### src/rtl/core/presence_aged_house_aggregator_top_defines.svh
// Assertion macros shared by the aggregator RTL.
`ifndef PRESENCE_AGED_HOUSE_AGGREGATOR_TOP_DEFINES_SVH
`define PRESENCE_AGED_HOUSE_AGGREGATOR_TOP_DEFINES_SVH

`ifndef SYNTHESIS
// Same-cycle implication, disabled during reset.
`define PAHAG_ASSERT_IMPL(label, clk, rst, ante, cons) \
  label: assert property (@(posedge clk) disable iff (rst) (ante) |-> (cons)) \
    else $error("assertion failed");
// Next-cycle implication, disabled during reset.
`define PAHAG_ASSERT_NEXT(label, clk, rst, ante, cons) \
  label: assert property (@(posedge clk) disable iff (rst) (ante) |=> (cons)) \
    else $error("assertion failed");
`else
`define PAHAG_ASSERT_IMPL(label, clk, rst, ante, cons)
`define PAHAG_ASSERT_NEXT(label, clk, rst, ante, cons)
`endif

`endif

### src/rtl/core/pahag_pkg.sv
package pahag_pkg;

  // Operation codes
  localparam logic [1:0] OP_WRITE = 2'd0;
  localparam logic [1:0] OP_TOUCH = 2'd1;
  localparam logic [1:0] OP_SCAN  = 2'd2;

  // Configuration register indexes
  localparam logic CFG_TTL  = 1'b0;
  localparam logic CFG_BASE = 1'b1;

  // Field widths
  localparam int ID_W     = 6;
  localparam int MAX_IDS  = 1 << ID_W;
  localparam int TIME_W   = 32;
  localparam int EPOCH_W  = 16;
  localparam int TTL_W    = 16;
  localparam int BASE_W   = 10;
  localparam int CFG_W    = 16;
  localparam int CNT_W    = 6;
  localparam int SHED_W   = 4;
  localparam int SHTOT_W  = 10;
  localparam int CAP_W    = 11;
  localparam int GAP_W    = 12;

  // Stored entry layout: load one, load two, solar, shed count
  localparam int ENT_W     = 7;
  localparam int ENT_L1    = 6;
  localparam int ENT_L2    = 5;
  localparam int ENT_SOLAR = 4;

  // Capacity takes shed_total divided by four
  localparam int SHED_DIV_SHIFT = 2;

  typedef struct packed {
    logic wr_entry;
    logic wr_seen;
    logic scan_start;
    logic rd_en;
    logic calc;
  } ctrl_cmd_t;

  typedef struct packed {
    logic last_addr;
  } dp_stat_t;

endpackage

### src/rtl/core/presence_aged_house_aggregator_top.sv
// Write and touch words leave busy low, so the next word can start at once.
// A recompute word keeps busy high while the scan walks the table, one table entry per cycle
// through the registered RAM read port; done pulses in the first cycle with busy low again.
// The receiver cannot stall: each result stands on the outputs from done until the next recompute ends.
// rst is synchronous, active high: clears valid bits, controller state, ttl=10, base=2.
`include "presence_aged_house_aggregator_top_defines.svh"

module presence_aged_house_aggregator_top import pahag_pkg::*; #(
  parameter int HOUSES = 64
) (
  input  logic                    clk,
  input  logic                    rst,
  // command side
  input  logic                    start,
  output logic                    busy,
  input  logic [1:0]              op,
  input  logic [ID_W-1:0]         house_id,
  input  logic                    load_one_on,
  input  logic                    load_two_on,
  input  logic                    has_solar,
  input  logic [SHED_W-1:0]       shed_count,
  input  logic [TIME_W-1:0]       now_seconds,
  input  logic [EPOCH_W-1:0]      grid_epoch,
  // configuration writes
  input  logic                    cfg_we,
  input  logic                    cfg_index,
  input  logic [CFG_W-1:0]        cfg_data,
  // result side
  output logic                    done,
  output logic [CNT_W-1:0]        active_houses,
  output logic [CNT_W-1:0]        solar_houses,
  output logic [SHTOT_W-1:0]      shed_total,
  output logic [CAP_W-1:0]        capacity,
  output logic signed [GAP_W-1:0] gap,
  output logic [EPOCH_W-1:0]      epoch_out
);

  ctrl_cmd_t cmd;
  dp_stat_t  stat;

  // Controller: take the word in idle, walk the table, then strobe the result.
  pahag_ctrl u_ctrl (
    .clk   (clk),
    .rst   (rst),
    .start (start),
    .op    (op),
    .stat  (stat),
    .cmd   (cmd),
    .busy  (busy)
  );

  // Datapath: entry and last-seen RAMs with per-entry valid bits, the
  // online test, the running sums and the capacity and gap math.
  pahag_dp #(.HOUSES(HOUSES)) u_dp (
    .clk           (clk),
    .rst           (rst),
    .cmd           (cmd),
    .stat          (stat),
    .house_id      (house_id),
    .load_one_on   (load_one_on),
    .load_two_on   (load_two_on),
    .has_solar     (has_solar),
    .shed_count    (shed_count),
    .now_seconds   (now_seconds),
    .grid_epoch    (grid_epoch),
    .cfg_we        (cfg_we),
    .cfg_index     (cfg_index),
    .cfg_data      (cfg_data),
    .done          (done),
    .active_houses (active_houses),
    .solar_houses  (solar_houses),
    .shed_total    (shed_total),
    .capacity      (capacity),
    .gap           (gap),
    .epoch_out     (epoch_out)
  );

  // A result only appears once the controller is back in idle.
  `PAHAG_ASSERT_IMPL(a_done_idle, clk, rst, done, !busy)
  // A recompute word must start the scan.
  `PAHAG_ASSERT_NEXT(a_scan_busy, clk, rst, start && !busy && (op == OP_SCAN), busy)
  // The final calc step produces exactly one strobe.
  `PAHAG_ASSERT_NEXT(a_calc_done, clk, rst, cmd.calc, done)
  `PAHAG_ASSERT_NEXT(a_done_pulse, clk, rst, done, !done)

endmodule

### src/rtl/core/pahag_ram.sv
module pahag_ram #(
  parameter int WIDTH = 8,
  parameter int DEPTH = 64
) (
  input  logic                     clk,
  input  logic                     we,
  input  logic [$clog2(DEPTH)-1:0] waddr,
  input  logic [WIDTH-1:0]         wdata,
  input  logic [$clog2(DEPTH)-1:0] raddr,
  output logic [WIDTH-1:0]         rdata
);

  logic [WIDTH-1:0] mem [DEPTH];

  always_ff @(posedge clk) begin
    if (we) begin
      mem[waddr] <= wdata;
    end
    rdata <= mem[raddr];
  end

endmodule

### src/rtl/core/pahag_ctrl.sv
module pahag_ctrl import pahag_pkg::*; (
  input  logic       clk,
  input  logic       rst,
  input  logic       start,
  input  logic [1:0] op,
  input  dp_stat_t   stat,
  output ctrl_cmd_t  cmd,
  output logic       busy
);

  typedef enum logic [3:0] {
    ST_IDLE  = 4'b0001,
    ST_READ  = 4'b0010,
    ST_DRAIN = 4'b0100,
    ST_CALC  = 4'b1000
  } state_t;

  state_t state, state_next;

  always_ff @(posedge clk) begin
    if (rst) begin
      state <= ST_IDLE;
    end else begin
      state <= state_next;
    end
  end

  always_comb begin
    state_next = state;
    cmd        = '0;
    unique case (state)
      ST_IDLE: begin
        if (start) begin
          cmd.wr_entry   = (op == OP_WRITE);
          cmd.wr_seen    = (op == OP_TOUCH);
          cmd.scan_start = (op == OP_SCAN);
          if (op == OP_SCAN) begin
            state_next = ST_READ;
          end
        end
      end
      ST_READ: begin
        cmd.rd_en = 1'b1;
        if (stat.last_addr) begin
          state_next = ST_DRAIN;
        end
      end
      ST_DRAIN: begin
        // last read word is summed here
        state_next = ST_CALC;
      end
      ST_CALC: begin
        cmd.calc   = 1'b1;
        state_next = ST_IDLE;
      end
      default: begin
        state_next = ST_IDLE;
      end
    endcase
  end

  assign busy = (state != ST_IDLE);

endmodule

### src/rtl/core/pahag_dp.sv
module pahag_dp import pahag_pkg::*; #(
  parameter int HOUSES = 64
) (
  input  logic                      clk,
  input  logic                      rst,
  input  ctrl_cmd_t                 cmd,
  output dp_stat_t                  stat,
  input  logic [ID_W-1:0]           house_id,
  input  logic                      load_one_on,
  input  logic                      load_two_on,
  input  logic                      has_solar,
  input  logic [SHED_W-1:0]         shed_count,
  input  logic [TIME_W-1:0]         now_seconds,
  input  logic [EPOCH_W-1:0]        grid_epoch,
  input  logic                      cfg_we,
  input  logic                      cfg_index,
  input  logic [CFG_W-1:0]          cfg_data,
  output logic                      done,
  output logic [CNT_W-1:0]          active_houses,
  output logic [CNT_W-1:0]          solar_houses,
  output logic [SHTOT_W-1:0]        shed_total,
  output logic [CAP_W-1:0]          capacity,
  output logic signed [GAP_W-1:0]   gap,
  output logic [EPOCH_W-1:0]        epoch_out
);

  // only ids below MAX_IDS can ever be stored
  localparam int DEPTH = (HOUSES < MAX_IDS) ? HOUSES : MAX_IDS;
  localparam int AW    = $clog2(DEPTH);

  logic [TTL_W-1:0]   ttl;
  logic [BASE_W-1:0]  base;
  logic [DEPTH-1:0]   written_q;
  logic [DEPTH-1:0]   seen_q;
  logic [AW-1:0]      rd_addr;
  logic [AW-1:0]      wr_addr;
  logic               id_ok;
  logic               ent_we;
  logic               seen_we;
  logic [ENT_W-1:0]   ent_wdata;
  logic [ENT_W-1:0]   rd_ent;
  logic [TIME_W-1:0]  rd_time;
  logic               rd_pend;
  logic               rd_written;
  logic               rd_seen;
  logic [TIME_W-1:0]  now_q;
  logic [EPOCH_W-1:0] epoch_q;
  logic [CNT_W-1:0]   active_acc;
  logic [CNT_W-1:0]   solar_acc;
  logic [SHTOT_W-1:0] shed_acc;
  logic               online;
  logic [TIME_W-1:0]  elapsed;
  logic [CAP_W-1:0]   cap_calc;
  logic signed [GAP_W-1:0] gap_calc;

  always_ff @(posedge clk) begin
    if (rst) begin
      ttl  <= TTL_W'(10);
      base <= BASE_W'(2);
    end else if (cfg_we) begin
      unique case (cfg_index)
        CFG_TTL:  ttl  <= cfg_data[TTL_W-1:0];
        CFG_BASE: base <= cfg_data[BASE_W-1:0];
        default:  ;
      endcase
    end
  end

  assign id_ok     = (house_id != '0) && (int'(house_id) < HOUSES);
  assign wr_addr   = house_id[AW-1:0];
  assign ent_we    = cmd.wr_entry && id_ok;
  assign seen_we   = cmd.wr_seen && id_ok;
  assign ent_wdata = {load_one_on, load_two_on, has_solar, shed_count};

  pahag_ram #(.WIDTH(ENT_W), .DEPTH(DEPTH)) u_ent_ram (
    .clk   (clk),
    .we    (ent_we),
    .waddr (wr_addr),
    .wdata (ent_wdata),
    .raddr (rd_addr),
    .rdata (rd_ent)
  );

  pahag_ram #(.WIDTH(TIME_W), .DEPTH(DEPTH)) u_time_ram (
    .clk   (clk),
    .we    (seen_we),
    .waddr (wr_addr),
    .wdata (now_seconds),
    .raddr (rd_addr),
    .rdata (rd_time)
  );

  always_ff @(posedge clk) begin
    if (rst) begin
      written_q <= '0;
      seen_q    <= '0;
      rd_pend   <= 1'b0;
      done      <= 1'b0;
    end else begin
      if (ent_we) begin
        written_q[wr_addr] <= 1'b1;
      end
      if (seen_we) begin
        seen_q[wr_addr] <= 1'b1;
      end
      rd_pend <= cmd.rd_en;
      done    <= cmd.calc;
    end
  end

  // scan address; valid bits are registered alongside the RAM read so they line up with its data
  always_ff @(posedge clk) begin
    if (cmd.scan_start) begin
      rd_addr <= AW'(1);
      now_q   <= now_seconds;
      epoch_q <= grid_epoch;
    end else if (cmd.rd_en) begin
      rd_addr <= rd_addr + AW'(1);
    end
    rd_written <= written_q[rd_addr];
    rd_seen    <= seen_q[rd_addr];
  end

  assign stat.last_addr = (rd_addr == AW'(DEPTH - 1));

  assign elapsed = now_q - rd_time;
  assign online  = rd_written && rd_seen && (rd_time != '0) &&
                   ((now_q < rd_time) || (elapsed <= TIME_W'(ttl)));

  always_ff @(posedge clk) begin
    if (cmd.scan_start) begin
      active_acc <= '0;
      solar_acc  <= '0;
      shed_acc   <= '0;
    end else if (rd_pend && online) begin
      active_acc <= active_acc + CNT_W'(rd_ent[ENT_L1] | rd_ent[ENT_L2]);
      solar_acc  <= solar_acc + CNT_W'(rd_ent[ENT_SOLAR]);
      shed_acc   <= shed_acc + SHTOT_W'(rd_ent[SHED_W-1:0]);
    end
  end

  assign cap_calc = CAP_W'(base) + CAP_W'(solar_acc) +
                    CAP_W'(shed_acc >> SHED_DIV_SHIFT);
  assign gap_calc = $signed(GAP_W'(active_acc)) - $signed(GAP_W'(cap_calc));

  always_ff @(posedge clk) begin
    if (cmd.calc) begin
      active_houses <= active_acc;
      solar_houses  <= solar_acc;
      shed_total    <= shed_acc;
      capacity      <= cap_calc;
      gap           <= gap_calc;
      epoch_out     <= epoch_q;
    end
  end

endmodule
### config.mk
export PLATFORM = sky130hd
export DESIGN_NAME = presence_aged_house_aggregator_top
export DESIGN_NICKNAME = d
export VERILOG_FILES = /design/src/rtl/core/pahag_pkg.sv /design/src/rtl/core/presence_aged_house_aggregator_top.sv /design/src/rtl/core/pahag_ram.sv /design/src/rtl/core/pahag_ctrl.sv /design/src/rtl/core/pahag_dp.sv
export VERILOG_INCLUDE_DIRS = /design/src /design/src/rtl/core
export SDC_FILE = /design/constraint.sdc
export NUM_CORES = 2
export LEC_CHECK = 0
export ABC_AREA = 1
export BUFFER_PORTS_ARGS = -buffer_cell sky130_fd_sc_hd__buf_2
export CORE_MARGIN = 2
export CORE_UTILIZATION = 40
export CTS_CLUSTER_SIZE = 24
export DETAILED_ROUTE_END_ITERATION = 12
export PLACE_DENSITY = 0.61
export SLEW_MARGIN = 15
export SYNTH_ARGS = -nofsm -noshare
export SYNTH_HDL_FRONTEND = slang
export SYNTH_SLANG_ARGS = --single-unit
### constraint.sdc
create_clock -name clk -period 15.4 [get_ports clk]
set_input_delay 1.54 -clock clk [delete_from_list [all_inputs] [get_ports clk]]
set_output_delay 1.54 -clock clk [all_outputs]
set_load 0.1 [all_outputs]
Word level (Yosys, flattened, before mapping)
Memories as Yosys holds them, arrays and structs flattened. A register that Yosys moved wholly into a read port is not among the register bits.
Index checks and enable logic that the tools add are counted.

storage, ports and cells
  memories = 2
  output and inout bits = 63
  word-level logic and storage cells = 83
  flip-flop bits (word level) = 299
  RAM bits = 2496
  bits of input ports = 84

cells by class
  equal/unequal tests = 11
  order comparisons = 5
  add/sub/neg operators = 8
  mux-type cells = 18
  bitwise logic cells = 4
  reduce and logical (&&, ||, !) cells = 14

memories
  name                 words  width  rd ports  clocked after memory_dff  wr ports  RTL line         text
  u_dp.u_time_ram.mem  64     32     1         1                         1         pahag_ram.sv:13  logic [WIDTH-1:0] mem [DEPTH];
  u_dp.u_ent_ram.mem   64     7      1         1                         1         pahag_ram.sv:13

operator list
  kind                                                                    count
  64-bit bitwise OR                                                       2
  32-bit by 16-bit <= comparator with 1-bit output                        1
  32-bit < comparator                                                     1
  32-bit nonzero test                                                     1
  32-bit subtractor                                                       1
  6-bit by 7-bit < comparator with 1-bit output (second input constant)   2
  1-bit binary-select mux with 6-bit select                               2
  4-bit 2-to-1 mux                                                        3
  4-bit one-hot mux with 3 select lines                                   1
  6-bit by 11-bit subtractor with 12-bit output                           1
  10-bit by 6-bit adder with 11-bit output                                1
  11-bit by 8-bit adder with 11-bit output                                1
  10-bit by 4-bit adder with 10-bit output                                1
  1-bit 2-to-1 mux                                                        9
  1-bit logical AND                                                       7
  6-bit by 1-bit adder with 6-bit output                                  1
  6-bit by 1-bit adder with 6-bit output (second input constant)          1
  6-bit adder                                                             1
  1-bit demux with 6-bit select                                           1
  6-bit == test (second input constant)                                   1
  6-bit by 1-bit >= comparator with 1-bit output (second input constant)  1
  3-bit 2-to-1 mux                                                        2
  6-bit nonzero test                                                      1
  4-bit by 1-bit == test with 1-bit output (second input constant)        1
  14 further kinds                                                        16

Logic depth before layout (Yosys ltp)
  depth in word-level cells = 6
  depth in mapped cells = 27
  depth with buffers taken out = 26

Hierarchy
Synthesis repeated with hierarchy kept, for this count alone.

second synthesis, totals
  cells, all modules = 10345
  area, all modules = 116589.3 µm²

modules (own cells, without submodules)
  module                        instances  cells each  seq. area each (µm²)  area an instance (µm²)
  pahag_ram at u_dp.u_time_ram  1          6769        62139.6               82738.1
  pahag_ram at u_dp.u_ent_ram   1          1590        13593.0               18545.3
  pahag_dp                      1          1953        6996.7                15084.5
  pahag_ctrl                    1          33          80.1                  221.5

Worst setup path after synthesis
Ideal clock, no wire load.

  kind = register to register
  from = reg u_ctrl.state[0]
  to = reg u_dp.active_houses[0] (enable)
  stages on the path, launching flop included = 4
  library setup time = 556 ps
  data arrival time = 4617 ps
  required time = 14844 ps
  path buffers = 0
  period minus slack after synthesis = 5173 ps
  setup slack = 10227 ps
  cells stage by stage = dfxtp_1 nor2_1 inv_1 nor3_1

RTL lines
  what                    RTL line          text
  from (decl)             pahag_ctrl.sv:18  state_t state, state_next;
  from (signal assigned)  pahag_ctrl.sv:24  state <= state_next;
  to (signal assigned)    pahag_dp.sv:148   active_houses <= active_acc;
  to (decl)               pahag_dp.sv:19    output logic [CNT_W-1:0] active_houses,

==> insert_results.sql <==
INSERT INTO impl_metrics (metric_group, metric, value, unit) VALUES
('logic_synthesis', 'synth_xor_area_frac', '0.003579', ''),
('logic_synthesis', 'synth_top_cell_by_area', 'edfxtp_1', ''),
('pwr', 'totalPowerFinal', '16.79', 'mW'),
('timing', 'timing.final.ws_setup', '10.34', 'ns'),
('route', 'route.detailed.drc', '0', ''),
('run', 'timing.max_cap.violations', '0', ''),
('logic_synthesis', 'share_of_async_settable_or_async_resettable_flops_after_synthesis', '0', ''),
('placement', 'detailed_place_hpwl', '179.5', 'mm'),
('clock_network', 'cts.reportedPaths.clkPinSlew', '0.06', 'ns'),
('timing', 'setup_viol', '0', ''),
('clock_network', 'post_cts_hold_buffer_count', '0', ''),
('die', 'die_w', '534.5', 'um'),
('logic_synthesis', 'syn_area_per_cell', '12.62', 'um^2'),
('logic_synthesis', 'number_of_flops_mapped_to_enable_cells_by_yosys', '2605', ''),
('logic_synthesis', 'synth_compound_area_frac', '0.1253', ''),
('grt', 'globalRouteOverflowTotal', '0', ''),
('route', 'drt-initial-drc-count', '9580', ''),
('route', 'detail-route-antenna-nets', '0', ''),
('timing', 'hold_viol_final', '0', ''),
('clock_network', 'post-cts-setup-buffer-count', '0', ''),
('critical_path', 'crit_top_cell', 'buf_4', ''),
('logic_synthesis', 'synth_sequential_area_ratio', '0.7357', ''),
('hold_path', 'hold_path.class', 'flip-flop to flip-flop', ''),
('layout', 'area_growth', '13.13', '%'),
('timing', 'slew_headroom', '0.2207', ''),
('timing', 'finalSetupTns', '0', 'ns'),
('pwr', 'total_leakage_power', '40.78', 'nW'),
('placement', 'dp_slack', '10.40', 'ns'),
('critical_path', 'r2r_setup_slack', '10.34', 'ns'),
('die', 'vert_die_dim', '534.5', 'um'),
('grt', 'global_route_wire_length_before_repair', '472.9', 'mm'),
('grt', 'grt_antenna_before_repair', '29', ''),
('clock_network', 'numClockSinks', '2834', ''),
('die', 'num_io_pins', '147', ''),
('pwr', 'netSwitchingPower', '3.896', 'mW'),
('logic_synthesis', 'synth_flop_cell', 'edfxtp_1', ''),
('logic_synthesis', 'synth.lib_cells_used.distinct', '54', ''),
('pwr', 'sequentialPowerShare', '0.506', ''),
('layout', 'finalNonFillerCells', '12966', ''),
('layout', 'layout.cells.most_common_list', '2605 x edfxtp_1, 1665 x nor2_1, 1342 x o21ai_0', ''),
('timing', 'finalWorstPathRequiredPeriod', '5.063', 'ns'),
('layout', 'stdcell_area', '127300', 'um^2'),
('clock_network', 'tritoncts_clock_tree', 'yes', ''),
('critical_path', 'path_max_fanout', '158', ''),
('critical_path', 'r2r_end', 'u_dp.u_time_ram.rdata[5]', ''),
('grt', 'gr-usage-all-layers', '0.2212', ''),
('timing', 'clock_skew', '0.07049', 'ns'),
('timing', 'holdWs', '0.4164', 'ns'),
('pwr', 'powerDensity', '131.8', 'nW/um^2'),
('critical_path', 'cp_data_arrival_time', '5.94', 'ns'),
('hold_path', 'min_delay_path_depth', '0', ''),
('logic_synthesis', 'syn_inst', '8916', ''),
('pwr', 'clkPwrFrac', '0.422', ''),
('critical_path', 'critical_path.slowest_cell', 'a31oi_1', ''),
('die', 'core_area', '279600', 'um^2'),
('timing', 'finalMaxSlewViolations', '0', ''),
('critical_path', 'cp_slowest_stage_delay', '0.90', 'ns'),
('hold_path', 'min_from', 'u_dp.epoch_q[13]', ''),
('route', 'firstDrtPassIters', '7', ''),
('critical_path', 'cp_data_required_time', '16.28', 'ns'),
('placement', 'place.gp.congestion', '0.8585', ''),
('die', 'floorplan.initialDensity', '0.4025', ''),
('pwr', 'internal_power', '12.89', 'mW'),
('grt', 'grt_start_max_net_pins', '204', ''),
('logic_synthesis', 'synth_top_family_by_area', 'compound AO/OA/AOI/OAI gates', ''),
('layout', 'finish.utilization', '0.4554', ''),
('status', 'status', 'finished, final reports clean', ''),
('clock_network', 'clkLatencyLatePin', '0.96', 'ns'),
('logic_synthesis', 'netlist.area_leader.share', '0.6950', ''),
('route', 'avgViaCountPerCell', '5.755', ''),
('logic_synthesis', 'yosys.area_share.simple', '0.09313', '');
## synthesized netlist by cell type (5+ instances only)
| master | count |
|---|---|
| nor2_1 | 1730 |
| a32o_1 | 11 |
| o211ai_1 | 71 |
| a21oi_1 | 149 |
| xnor2_1 | 9 |
| a311oi_1 | 5 |
| dfxtp_1 | 229 |
| inv_2 | 7 |
| nand2_1 | 573 |
| xor2_1 | 37 |
| buf_2 | 115 |
| o22ai_1 | 389 |
| nand3_1 | 236 |
| buf_4 | 7 |
| and2_1 | 5 |
| nor4_1 | 6 |
| fa_1 | 10 |
| clkinv_1 | 5 |
| inv_1 | 312 |
| edfxtp_1 | 2605 |
| nand4_1 | 42 |
| nand2_2 | 8 |
| clkbuf_1 | 429 |
| ha_1 | 73 |
| nor3_1 | 27 |
| a31oi_1 | 61 |
| buf_1 | 30 |
| a221o_1 | 18 |
| o21a_1 | 63 |
| o21ai_0 | 1342 |
| nand3b_1 | 6 |
| a221oi_1 | 5 |
| o221ai_1 | 259 |
## state kept, by name (all words and copies together), names as in the netlist, 4 cells and up
signal,cells
u_dp.u_time_ram.mem,2048
u_dp.u_ent_ram.mem,448
u_dp.seen_q,64
u_dp.written_q,64
u_dp.now_q,32
u_dp.u_time_ram.rdata,32
u_dp.epoch_out,16
u_dp.epoch_q,16
u_dp.ttl,16
u_dp.gap,12
u_dp.capacity,11
u_dp.base,10
u_dp.shed_acc,10
u_dp.shed_total,10
u_dp.u_ent_ram.rdata,7
u_dp.active_acc,6
u_dp.active_houses,6
u_dp.rd_addr,6
u_dp.solar_acc,6
u_dp.solar_houses,6
u_ctrl.state,4
## area by class of cell
type / count / area [um^2]
inverter: 324 / 1252
multi-input combinational: 5211 / 26790
tap: 3724 / 4659
antenna: 10 / 25.02
fill: 24713 / 152300
sequential: 2834 / 82830
clock inverter: 129 / 1039
timing repair buffer: 317 / 2165
clock buffer: 417 / 8578
## power groups by stage
| stage | Sequential (mW) | Combinational (mW) | Clock [mW] |
|---|---|---|---|
| 3_5_place_dp | 8.65 | 1.19 | 0 |
| 2_1_floorplan | 8.62 | 0.719 | 0 |
| 4_1_cts | 8.49 | 1.20 | 7.17 |
| 3_3_place_gp | 8.65 | 1.16 | 0 |
| 6_report | 8.49 | 1.21 | 7.09 |
| 5_1_grt | 8.49 | 1.33 | 7.48 |
## critical path: cells and delay by family, from the launching register on
| kind | cells | cell delay [ns] |
|---|---|---|
| buffers and inverters | 4 | 2.54 |
| AND/OR/NAND/NOR | 1 | 0.09 |
| flip-flops | 1 | 0.51 |
| AO/OA/AOI/OAI | 4 | 1.55 |
## routing by layer
layer	routed length, um	share of wire	up-vias	GRT usage
met5	77	0.00024	-	0
met4	9995	0.031	10	0.06864
met3	28630	0.088	625	0.03842
met2	150800	0.46	3526	0.3516
met1	136100	0.42	37471	0.3099
li1	-	-	32992	-
## cells by family (layout without fill, tap and decap cells)
logic type | count (synthesis) | after routing
buffers and inverters | 909 | 1187
xor gates and xnor gates | 46 | 46
other | 1 | 49
and+or+nand+nor | 2645 | 2645
DFF | 2834 | 2834
muxes | 3 | 3
AOI/OAI and AO/OA | 2395 | 2395
adders and majority gates | 83 | 83
## how the worst max path moves through the flow
stage                                           end  slack (ns)  cells after the start             from
after global placement               u_dp.seen_q[3]       10.40                     13      house_id[5]
after detailed placement  u_dp.u_time_ram.rdata[17]       10.40                      9  u_dp.rd_addr[0]
after floorplan               u_dp.active_houses[0]       10.23                      3  u_ctrl.state[0]
after global routing       u_dp.u_time_ram.rdata[5]       10.13                      9  u_dp.rd_addr[0]
final                      u_dp.u_time_ram.rdata[5]       10.34                      9  u_dp.rd_addr[0]
after CTS                 u_dp.u_time_ram.rdata[17]       10.35                      9  u_dp.rd_addr[0]
No activity file was read; power rests on OpenSTA's default activity.
